===== src/rtl/core/ncmtb_pkg.sv =====
// Shared constants and codes of the NCM transfer block builder.
package ncmtb_pkg;

	localparam int NCMTB_MAX_ENTRIES = 32;

	localparam int OFF_W = 32;
	localparam int LEN_W = 16;
	localparam int SEQ_W = 16;

	// request codes (s_tuser)
	localparam logic [1:0] REQ_START  = 2'd0;
	localparam logic [1:0] REQ_ADD    = 2'd1;
	localparam logic [1:0] REQ_FINISH = 2'd2;

	// result kinds (m_tuser)
	localparam logic [1:0] KIND_ACK   = 2'd0;
	localparam logic [1:0] KIND_HDR   = 2'd1;
	localparam logic [1:0] KIND_ENTRY = 2'd2;

	// status codes
	localparam logic [1:0] ST_OK       = 2'd0;
	localparam logic [1:0] ST_TOO_MANY = 2'd1;
	localparam logic [1:0] ST_TOO_SMALL = 2'd2;
	localparam logic [1:0] ST_EMPTY    = 2'd3;

	// configuration register indexes
	localparam logic [2:0] CFG_MAX_DG    = 3'd0;
	localparam logic [2:0] CFG_NDP_ALIGN = 3'd1;
	localparam logic [2:0] CFG_PAY_DIV   = 3'd2;
	localparam logic [2:0] CFG_PAY_REM   = 3'd3;
	localparam logic [2:0] CFG_WIDE      = 3'd4;

	// layout sizes in bytes
	localparam int ETH_HDR = 14;
	localparam int NTH16   = 12;
	localparam int NTH32   = 16;
	localparam int NDPH16  = 8;
	localparam int NDPH32  = 16;

	// bus widths
	localparam int IN_DATA_W  = 48;
	localparam int OUT_DATA_W = 184;

endpackage


===== src/rtl/core/ncm_transfer_block_builder.sv =====
// Top level of the NCM transfer block builder: layout planner with entry memory.
// Start, add over the count limit, empty finish: ack goes from S_ACK into the output register.
// Add that reaches the fit check: address/fit states S_ADD_B, S_ADD_C, S_ADD_D (34-36 bit adds), then ack.
// Finish with n entries: S_FIN_A, then header, then one entry a cycle unless the output stalls,
// out of the entry memory (one registered read port), terminator last; n+2 items in all.
// Next item is taken once the last result sits in the output register.
// arst_n clears control state and config registers (max 32, align 4, div 4, rem 0, 16-bit).
module ncm_transfer_block_builder
	import ncmtb_pkg::*;
#(
	parameter int MAX_ENTRIES = NCMTB_MAX_ENTRIES
) (
	input  logic                  clk,
	input  logic                  arst_n,
	// request channel
	input  logic                  s_tvalid,
	output logic                  s_tready,
	input  logic [IN_DATA_W-1:0]  s_tdata,  // buffer_size[31:0], datagram_length[47:32]
	input  logic [1:0]            s_tuser,  // req_type[1:0]
	// result channel
	output logic                  m_tvalid,
	input  logic                  m_tready,
	// status[1:0], datagram_offset[33:2], sequence_res[49:34], table_offset[81:50],
	// block_length[113:82], table_length[129:114], entry_offset[161:130],
	// entry_length[177:162], zero pad[183:178]
	output logic [OUT_DATA_W-1:0] m_tdata,
	output logic [1:0]            m_tuser,  // kind[1:0]
	output logic                  m_tlast,  // last
	// configuration writes
	input  logic                  cfg_we,
	input  logic [2:0]            cfg_index,
	input  logic [15:0]           cfg_data
);

	localparam int CW = $clog2(MAX_ENTRIES + 1);            // entry count
	localparam int AW = (MAX_ENTRIES > 1) ? $clog2(MAX_ENTRIES) : 1;
	localparam int TW = CW + 5;                              // table size in bytes
	localparam int EW = OFF_W + LEN_W;                       // memory word

	typedef enum logic [3:0] {
		S_IDLE,
		S_ADD_B,
		S_ADD_C,
		S_ADD_D,
		S_ACK,
		S_FIN_A,
		S_FIN_HDR,
		S_FIN_ENT,
		S_FIN_TERM
	} state_t;

	state_t state_q;

	// configuration
	logic [5:0]  max_dg_q;
	logic [15:0] ndp_align_q;
	logic [15:0] pay_div_q;
	logic [15:0] pay_rem_q;
	logic        wide_q;

	// block state
	logic [OFF_W-1:0] fill_q;
	logic [CW-1:0]    count_q;
	logic [SEQ_W-1:0] seq_q;
	logic [31:0]      buf_q;

	// per-request work registers
	logic [LEN_W-1:0] len_q;
	logic [TW-1:0]    tbl_q;
	logic [1:0]       ack_status_q;
	logic [OFF_W-1:0] ack_doff_q;
	logic [CW-1:0]    idx_q;
	logic [33:0]      a_s1;
	logic [33:0]      doff_s2;
	logic [34:0]      sum_s3;
	logic [34:0]      toff_s3;

	// output register
	logic             m_tvalid_q;
	logic [1:0]       kind_q;
	logic [1:0]       status_q;
	logic [OFF_W-1:0] doff_q;
	logic [SEQ_W-1:0] seq_out_q;
	logic [OFF_W-1:0] toff_q;
	logic [OFF_W-1:0] blen_q;
	logic [LEN_W-1:0] tlen_q;
	logic [OFF_W-1:0] eoff_q;
	logic [LEN_W-1:0] elen_q;
	logic             last_q;

	// entry memory
	logic [EW-1:0] ent_mem [MAX_ENTRIES];
	logic [EW-1:0] rdata_q;

	logic             out_free;
	logic             out_load;
	logic             accept;
	logic [15:0]      dmask;
	logic [15:0]      nmask;
	logic             lim_hit;
	logic [TW-1:0]    cnt1;
	logic [TW-1:0]    tbl_c;
	logic [35:0]      need;
	logic             fits;
	logic [OFF_W-1:0] doff_pm;
	logic [OFF_W-1:0] toff_pm;
	logic [34:0]      blen_full;
	logic [OFF_W-1:0] blen_pm;
	logic [LEN_W-1:0] tlen_c;
	logic [CW-1:0]    idx_nx;
	logic             ent_last;
	logic             wr_en;
	logic             rd_en;
	logic [AW-1:0]    rd_addr;

	assign s_tready = (state_q == S_IDLE);
	assign accept   = s_tvalid && s_tready;
	assign out_free = !m_tvalid_q || m_tready;

	assign m_tvalid = m_tvalid_q;
	assign m_tuser  = kind_q;
	assign m_tlast  = last_q;
	assign m_tdata  = {6'b0, elen_q, eoff_q, tlen_q, blen_q, toff_q, seq_out_q, doff_q,
		status_q};

	always_comb begin
		// zero alignment acts as one
		dmask = (pay_div_q == 16'd0) ? 16'd0 : pay_div_q - 16'd1;
		nmask = (ndp_align_q == 16'd0) ? 16'd0 : ndp_align_q - 16'd1;

		// limit is min(max_datagrams, MAX_ENTRIES)
		lim_hit = (32'(count_q) >= 32'(max_dg_q)) || (32'(count_q) >= 32'(MAX_ENTRIES));

		// table header + (count+1) entries
		cnt1  = TW'(count_q) + TW'(1);
		tbl_c = wide_q ? (TW'(NDPH32) + (cnt1 << 3)) : (TW'(NDPH16) + (cnt1 << 2));

		need = 36'(toff_s3) + 36'(tbl_q);
		fits = (need <= 36'(buf_q));

		doff_pm = wide_q ? doff_s2[OFF_W-1:0] : {16'b0, doff_s2[15:0]};
		toff_pm = wide_q ? toff_s3[OFF_W-1:0] : {16'b0, toff_s3[15:0]};
		tlen_c    = LEN_W'(tbl_q);
		blen_full = toff_s3 + 35'(tlen_c);
		blen_pm   = wide_q ? blen_full[OFF_W-1:0] : {16'b0, blen_full[15:0]};

		idx_nx   = idx_q + CW'(1);
		ent_last = (idx_nx == count_q);

		// a new result goes into the output register this cycle
		out_load = out_free && ((state_q == S_ACK) || (state_q == S_FIN_HDR) ||
			(state_q == S_FIN_ENT) || (state_q == S_FIN_TERM));

		wr_en   = (state_q == S_ADD_D) && fits;
		rd_en   = 1'b0;
		rd_addr = '0;
		if (state_q == S_FIN_HDR && out_free) begin
			rd_en = 1'b1;
		end else if (state_q == S_FIN_ENT && out_free && !ent_last) begin
			rd_en   = 1'b1;
			rd_addr = idx_nx[AW-1:0];
		end
	end

	// configuration registers
	always_ff @(posedge clk or negedge arst_n) begin
		if (!arst_n) begin
			max_dg_q    <= 6'd32;
			ndp_align_q <= 16'd4;
			pay_div_q   <= 16'd4;
			pay_rem_q   <= 16'd0;
			wide_q      <= 1'b0;
		end else if (cfg_we) begin
			unique case (cfg_index)
				CFG_MAX_DG:    max_dg_q    <= cfg_data[5:0];
				CFG_NDP_ALIGN: ndp_align_q <= cfg_data;
				CFG_PAY_DIV:   pay_div_q   <= cfg_data;
				CFG_PAY_REM:   pay_rem_q   <= cfg_data;
				CFG_WIDE:      wide_q      <= cfg_data[0];
				default: ;
			endcase
		end
	end

	// entry memory: one write port, one registered read port
	always_ff @(posedge clk) begin
		if (wr_en) begin
			ent_mem[count_q[AW-1:0]] <= {doff_pm, len_q};
		end
		if (rd_en) begin
			rdata_q <= ent_mem[rd_addr];
		end
	end

	// sequencer, block state and output register
	always_ff @(posedge clk or negedge arst_n) begin
		if (!arst_n) begin
			state_q      <= S_IDLE;
			fill_q       <= '0;
			count_q      <= '0;
			seq_q        <= '0;
			buf_q        <= '0;
			len_q        <= '0;
			tbl_q        <= '0;
			ack_status_q <= ST_OK;
			ack_doff_q   <= '0;
			idx_q        <= '0;
			a_s1         <= '0;
			doff_s2      <= '0;
			sum_s3       <= '0;
			toff_s3      <= '0;
			m_tvalid_q   <= 1'b0;
			kind_q       <= KIND_ACK;
			status_q     <= ST_OK;
			doff_q       <= '0;
			seq_out_q    <= '0;
			toff_q       <= '0;
			blen_q       <= '0;
			tlen_q       <= '0;
			eoff_q       <= '0;
			elen_q       <= '0;
			last_q       <= 1'b0;
		end else begin
			if (out_load) begin
				m_tvalid_q <= 1'b1;
			end else if (m_tready) begin
				m_tvalid_q <= 1'b0;
			end
			unique case (state_q)
				S_IDLE: begin
					if (accept) begin
						len_q      <= s_tdata[47:32];
						tbl_q      <= tbl_c;
						ack_doff_q <= '0;
						case (s_tuser)
							REQ_START: begin
								buf_q        <= s_tdata[31:0];
								seq_q        <= seq_q + SEQ_W'(1);
								fill_q       <= wide_q ? OFF_W'(NTH32) : OFF_W'(NTH16);
								count_q      <= '0;
								ack_status_q <= ST_OK;
								state_q      <= S_ACK;
							end
							REQ_ADD: begin
								if (lim_hit) begin
									ack_status_q <= ST_TOO_MANY;
									state_q      <= S_ACK;
								end else begin
									// align fill + Ethernet header up to the divisor
									a_s1 <= (34'(fill_q) + 34'(ETH_HDR) + 34'(dmask))
										& ~34'(dmask);
									state_q <= S_ADD_B;
								end
							end
							REQ_FINISH: begin
								if (count_q == '0) begin
									ack_status_q <= ST_EMPTY;
									state_q      <= S_ACK;
								end else begin
									state_q <= S_FIN_A;
								end
							end
							default: ;  // unknown request: no result
						endcase
					end
				end
				S_ADD_B: begin
					doff_s2 <= a_s1 + 34'(pay_rem_q) - 34'(ETH_HDR);
					state_q <= S_ADD_C;
				end
				S_ADD_C: begin
					sum_s3  <= 35'(doff_s2) + 35'(len_q);
					toff_s3 <= (35'(doff_s2) + 35'(len_q) + 35'(nmask)) & ~35'(nmask);
					state_q <= S_ADD_D;
				end
				S_ADD_D: begin
					if (fits) begin
						count_q      <= count_q + CW'(1);
						fill_q       <= sum_s3[OFF_W-1:0];
						ack_status_q <= ST_OK;
						ack_doff_q   <= doff_s2[OFF_W-1:0];
					end else begin
						ack_status_q <= ST_TOO_SMALL;
					end
					state_q <= S_ACK;
				end
				S_ACK: begin
					if (out_free) begin
						kind_q     <= KIND_ACK;
						status_q   <= ack_status_q;
						doff_q     <= ack_doff_q;
						seq_out_q  <= '0;
						toff_q     <= '0;
						blen_q     <= '0;
						tlen_q     <= '0;
						eoff_q     <= '0;
						elen_q     <= '0;
						last_q     <= 1'b1;
						state_q    <= S_IDLE;
					end
				end
				S_FIN_A: begin
					toff_s3 <= (35'(fill_q) + 35'(nmask)) & ~35'(nmask);
					state_q <= S_FIN_HDR;
				end
				S_FIN_HDR: begin
					// entry 0 read goes out in the same cycle
					if (out_free) begin
						kind_q     <= KIND_HDR;
						status_q   <= ST_OK;
						doff_q     <= '0;
						seq_out_q  <= seq_q;
						toff_q     <= toff_pm;
						blen_q     <= blen_pm;
						tlen_q     <= tlen_c;
						eoff_q     <= '0;
						elen_q     <= '0;
						last_q     <= 1'b0;
						idx_q      <= '0;
						state_q    <= S_FIN_ENT;
					end
				end
				S_FIN_ENT: begin
					if (out_free) begin
						kind_q     <= KIND_ENTRY;
						status_q   <= ST_OK;
						doff_q     <= '0;
						seq_out_q  <= '0;
						toff_q     <= '0;
						blen_q     <= '0;
						tlen_q     <= '0;
						eoff_q     <= rdata_q[EW-1:LEN_W];
						elen_q     <= rdata_q[LEN_W-1:0];
						last_q     <= 1'b0;
						idx_q      <= idx_nx;
						if (ent_last) begin
							state_q <= S_FIN_TERM;
						end
					end
				end
				S_FIN_TERM: begin
					if (out_free) begin
						kind_q     <= KIND_ENTRY;
						status_q   <= ST_OK;
						doff_q     <= '0;
						seq_out_q  <= '0;
						toff_q     <= '0;
						blen_q     <= '0;
						tlen_q     <= '0;
						eoff_q     <= '0;
						elen_q     <= '0;
						last_q     <= 1'b1;
						state_q    <= S_IDLE;
					end
				end
				default: state_q <= S_IDLE;
			endcase
		end
	end

endmodule


===== config.mk =====
export PLATFORM = sky130hd
export DESIGN_NAME = ncm_transfer_block_builder
export DESIGN_NICKNAME = d
export VERILOG_FILES = /design/src/rtl/core/ncmtb_pkg.sv /design/src/rtl/core/ncm_transfer_block_builder.sv
export SDC_FILE = /design/constraint.sdc
export NUM_CORES = 2
export LEC_CHECK = 0
export ABC_AREA = 0
export BUFFER_PORTS_ARGS = -buffer_cell sky130_fd_sc_hd__buf_2
export CORE_MARGIN = 2
export CORE_UTILIZATION = 65
export CTS_BUF_LIST = sky130_fd_sc_hd__clkbuf_4 sky130_fd_sc_hd__clkbuf_8 sky130_fd_sc_hd__clkbuf_16
export DETAILED_ROUTE_END_ITERATION = 8
export PLACE_DENSITY_LB_ADDON = 0.1
export SYNTH_ARGS = -nofsm -noshare
export SYNTH_HDL_FRONTEND = slang
export SYNTH_SLANG_ARGS = --single-unit

===== constraint.sdc =====
create_clock -name clk -period 19.8 [get_ports clk]
set_clock_uncertainty 0.1 [all_clocks]
set_input_delay 3.96 -clock clk [delete_from_list [all_inputs] [get_ports clk]]
set_output_delay 3.96 -clock clk [all_outputs]
set_load 0.03 [all_outputs]

==> impl_metrics.py <==
metrics = {
    "outcome": {
        "status": "completed",
    },
    "clock_network": {
        "cts_num_sinks": 2101,
        "cts_root_buf": "clkbuf_16",
        "cts_setup_buffers": 0,
        "post_cts_resized": 0,
        "clk_path_buf_depth": 3,
        "cts_max_level": 4,
        "clk_latency_ns": 0.85,
        "clk_pin_slew_worst_paths_ns": 0.06,
        "cts_hold_buf": 0,
        "cts_buffers": 202,
        "cts_tree": "done",
    },
    "hold_path": {
        "hold_path.class": "register to register",
    },
    "setup_path": {
        "slowest_delay_ns": 1.16,
        "critPathRequiredTime_ns": 20.18,
        "worst-path-stages": 24,
        "r2r-end": "ent_mem[22][30]$_DFFE_PP_",
        "cp-start-kind": "register",
        "crit_arrival_ns": 9.06,
        "cpMaxStageDelayCell": "nor2_4",
        "critPathBufInv": 3,
        "cp_max_fo": 80,
        "r2r_cells": 24,
        "critPathKind": "register to register",
        "critical_path.startpoint": "toff_s3[2]$_DFFE_PN0P_",
        "r2r_slack_ns": 11.12,
        "critPathCaptureType": "register",
        "crit_path_end": "ent_mem[22][30]$_DFFE_PP_",
        "crit_family": "compound AO/OA/AOI/OAI gates",
        "path_cells": "ha_1, inv_1, fa_1, nor2b_1, o21a_1, o21ai_0, a21oi_1, o21ai_0, a21oi_1, nand2_1, nor2_1, xor2_1, ha_1, a21o_1, a21oi_1, o21ai_0, a221o_1, a21oi_1, a31oi_1, a211oi_4, buf_4, nand2_1, nor2_4, buf_4",
        "r2r_start": "toff_s3[2]$_DFFE_PN0P_",
        "cp_common_cell": "a21oi_1",
    },
    "sta": {
        "finalSetupViolCount": 0,
        "slew_viol_final": 0,
        "rsz0062_at_grt": "false",
        "hold_viol_final": 0,
        "min_period_over_period_pct": 43.86,
        "maxSlewHeadroom_pct": 8.504,
        "max_freq_mhz": 115.1,
        "worst_pin_slew_ns": 1.372,
        "fin_tns_setup_ns": 0,
        "fin_crit_ns": 8.685,
    },
    "synth": {
        "yosys.area.top_type": "edfxtp_1",
        "synth-xor-area-share_pct": 2.098,
        "yosys.area_share.simple_pct": 10.93,
        "synth.avg_cell_area_sq_um": 13.42,
        "syn_area_sq_um": 89470,
        "synth_fa_ha_area_share_pct": 2.736,
        "synthCells": 6665,
        "synth-seq-cells": 2101,
        "synth_compound_area_share_pct": 7.910,
        "synth_top_family_by_area": "simple AND/OR/NAND/NOR gates",
        "ys_warn_count": 0,
        "ys_top_cells_by_area": "edfxtp_1 53%, dfrtp_1 14%, nand2_1 6.0%",
        "yosysUniqueCellTypes": 94,
        "synth_top_area_share_pct": 53.17,
        "synthArstFlopShare_pct": 24.61,
        "synth.area.mux_share_pct": 6.053,
        "synth-edff-count": 1584,
        "yosysSeqAreaShare_pct": 67.63,
        "yosys_most_used_dff": "edfxtp_1",
    },
    "die": {
        "row_count": 136,
        "die_x_um": 375,
        "die_y_um": 375,
        "core_sq_um": 137000,
        "dieArea_sq_um": 140600,
        "start_util_pct": 65.31,
        "io_pins": 263,
    },
    "grt": {
        "grt_overflow_total": 0,
        "antenna_found_initial": 11,
        "grt_pass1_vias": 55300,
        "grt_pass1_wl_mm": 363.6,
        "grt_max_degree": 175,
        "grtUsageTotal_pct": 35.47,
    },
    "drt": {
        "drt-vias-per-instance": 6.576,
        "wl_mm": 249.0,
        "initialDrtViolationCount": 7927,
        "firstDrtPassIters": 5,
        "drc": 0,
        "antenna_left": 0,
        "wl_per_cell_um": 28.15,
        "vias": 58180,
    },
    "pwr": {
        "p_comb_share_pct": 28.5,
        "swShare_pct": 34.92,
        "p_clk_share_pct": 27.5,
        "power.leakage_nw": 38.01,
        "p_int_w": 0.009140,
        "seq_power_share_pct": 44.0,
        "p_sw_w": 0.004905,
        "ir_worst_vdd_v": 0.0001623,
        "power.density_nw_per_um2": 141.5,
    },
    "layout": {
        "drive_above_1_share_pct": 14.89,
        "area_growth_pct": 10.98,
        "nets": 7136,
        "fin_util_pct": 72.49,
    },
    "place": {
        "io_buffer_count": 249,
        "dpl.hpwl_mm": 140.8,
        "gp_congestion": 0.9537,
    },
    "run": {
        "maxCapViolations": 0,
    },
}
## worst min-delay path by stage
stage	depth (start not counted)	startpoint	to	slack, ns
after floorplan	2	a_s1[12]$_DFFE_PN0P_	a_s1[12]$_DFFE_PN0P_	0.34
after global placement	1	m_tuser[0]$_DFFE_PN0P_	m_tuser[0]$_DFFE_PN0P_	0.36
after detailed placement	1	m_tuser[0]$_DFFE_PN0P_	m_tuser[0]$_DFFE_PN0P_	0.36
after CTS	2	sum_s3[22]$_DFFE_PN0P_	fill_q[22]$_DFFE_PN0P_	0.35
after global routing	1	m_tuser[0]$_DFFE_PN0P_	m_tuser[0]$_DFFE_PN0P_	0.38
final	2	sum_s3[22]$_DFFE_PN0P_	fill_q[22]$_DFFE_PN0P_	0.35
## through the flow
| stage | total power (W) | cell area, sq um | setup WS, ns | cells | hold slack (ns) |
|---|---|---|---|---|---|
| after CTS | 0.01399 | 99270 | 11.29 | 8839 | 0.3484 |
| after floorplan | 0.008796 | 89510 | 11.20 | 6677 | 0.3432 |
| after detailed placement | 0.01016 | 92540 | 10.38 | 8460 | 0.3609 |
| after global routing | 0.01466 | 99280 | 10.72 | 8842 | 0.3819 |
| after global placement | 0.01005 | 92540 | 10.53 | 8460 | 0.3559 |
| final | 0.01405 | 99290 | 11.12 | 8847 | 0.3528 |
## synthesized netlist by cell type, types with 18 or more instances
master and number:
o21ai_0 326, a31oi_1 71, buf_1 23, xor2_1 86
buf_4 48, nand4_1 70, a22o_1 89, nor3_1 56
nand2b_1 38, a211oi_1 18, nor2b_1 18, inv_1 167
nor2_1 169, nand3_1 220, ha_1 186, clkbuf_1 194
a21oi_1 117, nand2_1 1432, edfxtp_1 1584, buf_2 100
a311oi_1 36, and3_1 113, o31ai_1 26, o211ai_1 19
o22ai_1 51, dfrtp_1 514, and2_1 26, o21a_1 20
a32oi_1 81, xnor2_1 122, a21o_1 65, mux2_2 72
mux2i_1 127, mux4_2 148
## registers in the layout, summed over array words and instances (netlist names), 33 cells and up
register and cells:
a_s1 33, toff_s3 35, doff_s2 34, rdata_q 48
ent_mem 1536
## layout by cell type (no fill, tap or decap), types with 107 or more instances in the layout
| master | n |
|---|---|
| mux2i_1 | 127 |
| mux4_2 | 148 |
| nor2_1 | 137 |
| buf_4 | 107 |
| nand3_1 | 220 |
| xnor2_1 | 122 |
| inv_1 | 167 |
| dfrtp_1 | 514 |
| buf_2 | 248 |
| a21oi_1 | 117 |
| clkbuf_16 | 203 |
| and3_1 | 110 |
| nand2_1 | 1428 |
| ha_1 | 186 |
| o21ai_0 | 326 |
| edfxtp_1 | 1584 |
## area by class of cell
cell class	instances	area (sq um)
multi-input combinational	4038	27020
timing repair buffer	360	2140
inverter	167	626.9
tap	1794	2245
antenna	8	20.02
clock inverter	102	935.9
sequential	2101	60510
fill	8870	37690
clock buffer	277	5798
## power by group through the flow
stage / clock [W] / combinational (W) / sequential [W]
floorplan: 0 / 0.00255 / 0.00624
global placement: 0 / 0.00382 / 0.00623
detailed placement: 0 / 0.00391 / 0.00624
CTS: 0.00389 / 0.00394 / 0.00616
global route: 0.00406 / 0.00438 / 0.00623
finish: 0.00387 / 0.00400 / 0.00618
## layer usage
layer	GRT usage (%)	wire length, um	vias to the layer above
met5	0	55	-
met4	13.34	9682	8
met3	7.282	27520	548
met2	54.04	114000	3285
met1	51.22	97740	29310
li1	-	-	25030
## worst register-to-register path, cell delays in order, from the launching register on
cell and delay, ns:
dfrtp_1 0.55, ha_1 0.27, inv_1 0.06, fa_1 0.40, nor2b_1 0.13, o21a_1 0.13, o21ai_0 0.11, a21oi_1 0.19
o21ai_0 0.12, a21oi_1 0.68, nand2_1 0.24, nor2_1 0.18, xor2_1 0.29, ha_1 0.31, a21o_1 0.17, a21oi_1 0.15
o21ai_0 0.11, a221o_1 0.35, a21oi_1 0.12, a31oi_1 0.11, a211oi_4 0.22, buf_4 0.67, nand2_1 0.66, nor2_4 1.16
buf_4 0.76
## cells by family after synthesis
kind of cell	after synthesis
AND/OR/NAND/NOR	2237
multiplexers	347
AO/OA/AOI/OAI	1038
XOR/XNOR	211
adder cells (fa/ha/maj)	192
buffers and inverters	538
flip-flops	2101
other	1
Power figures use the tool's default switching activity.
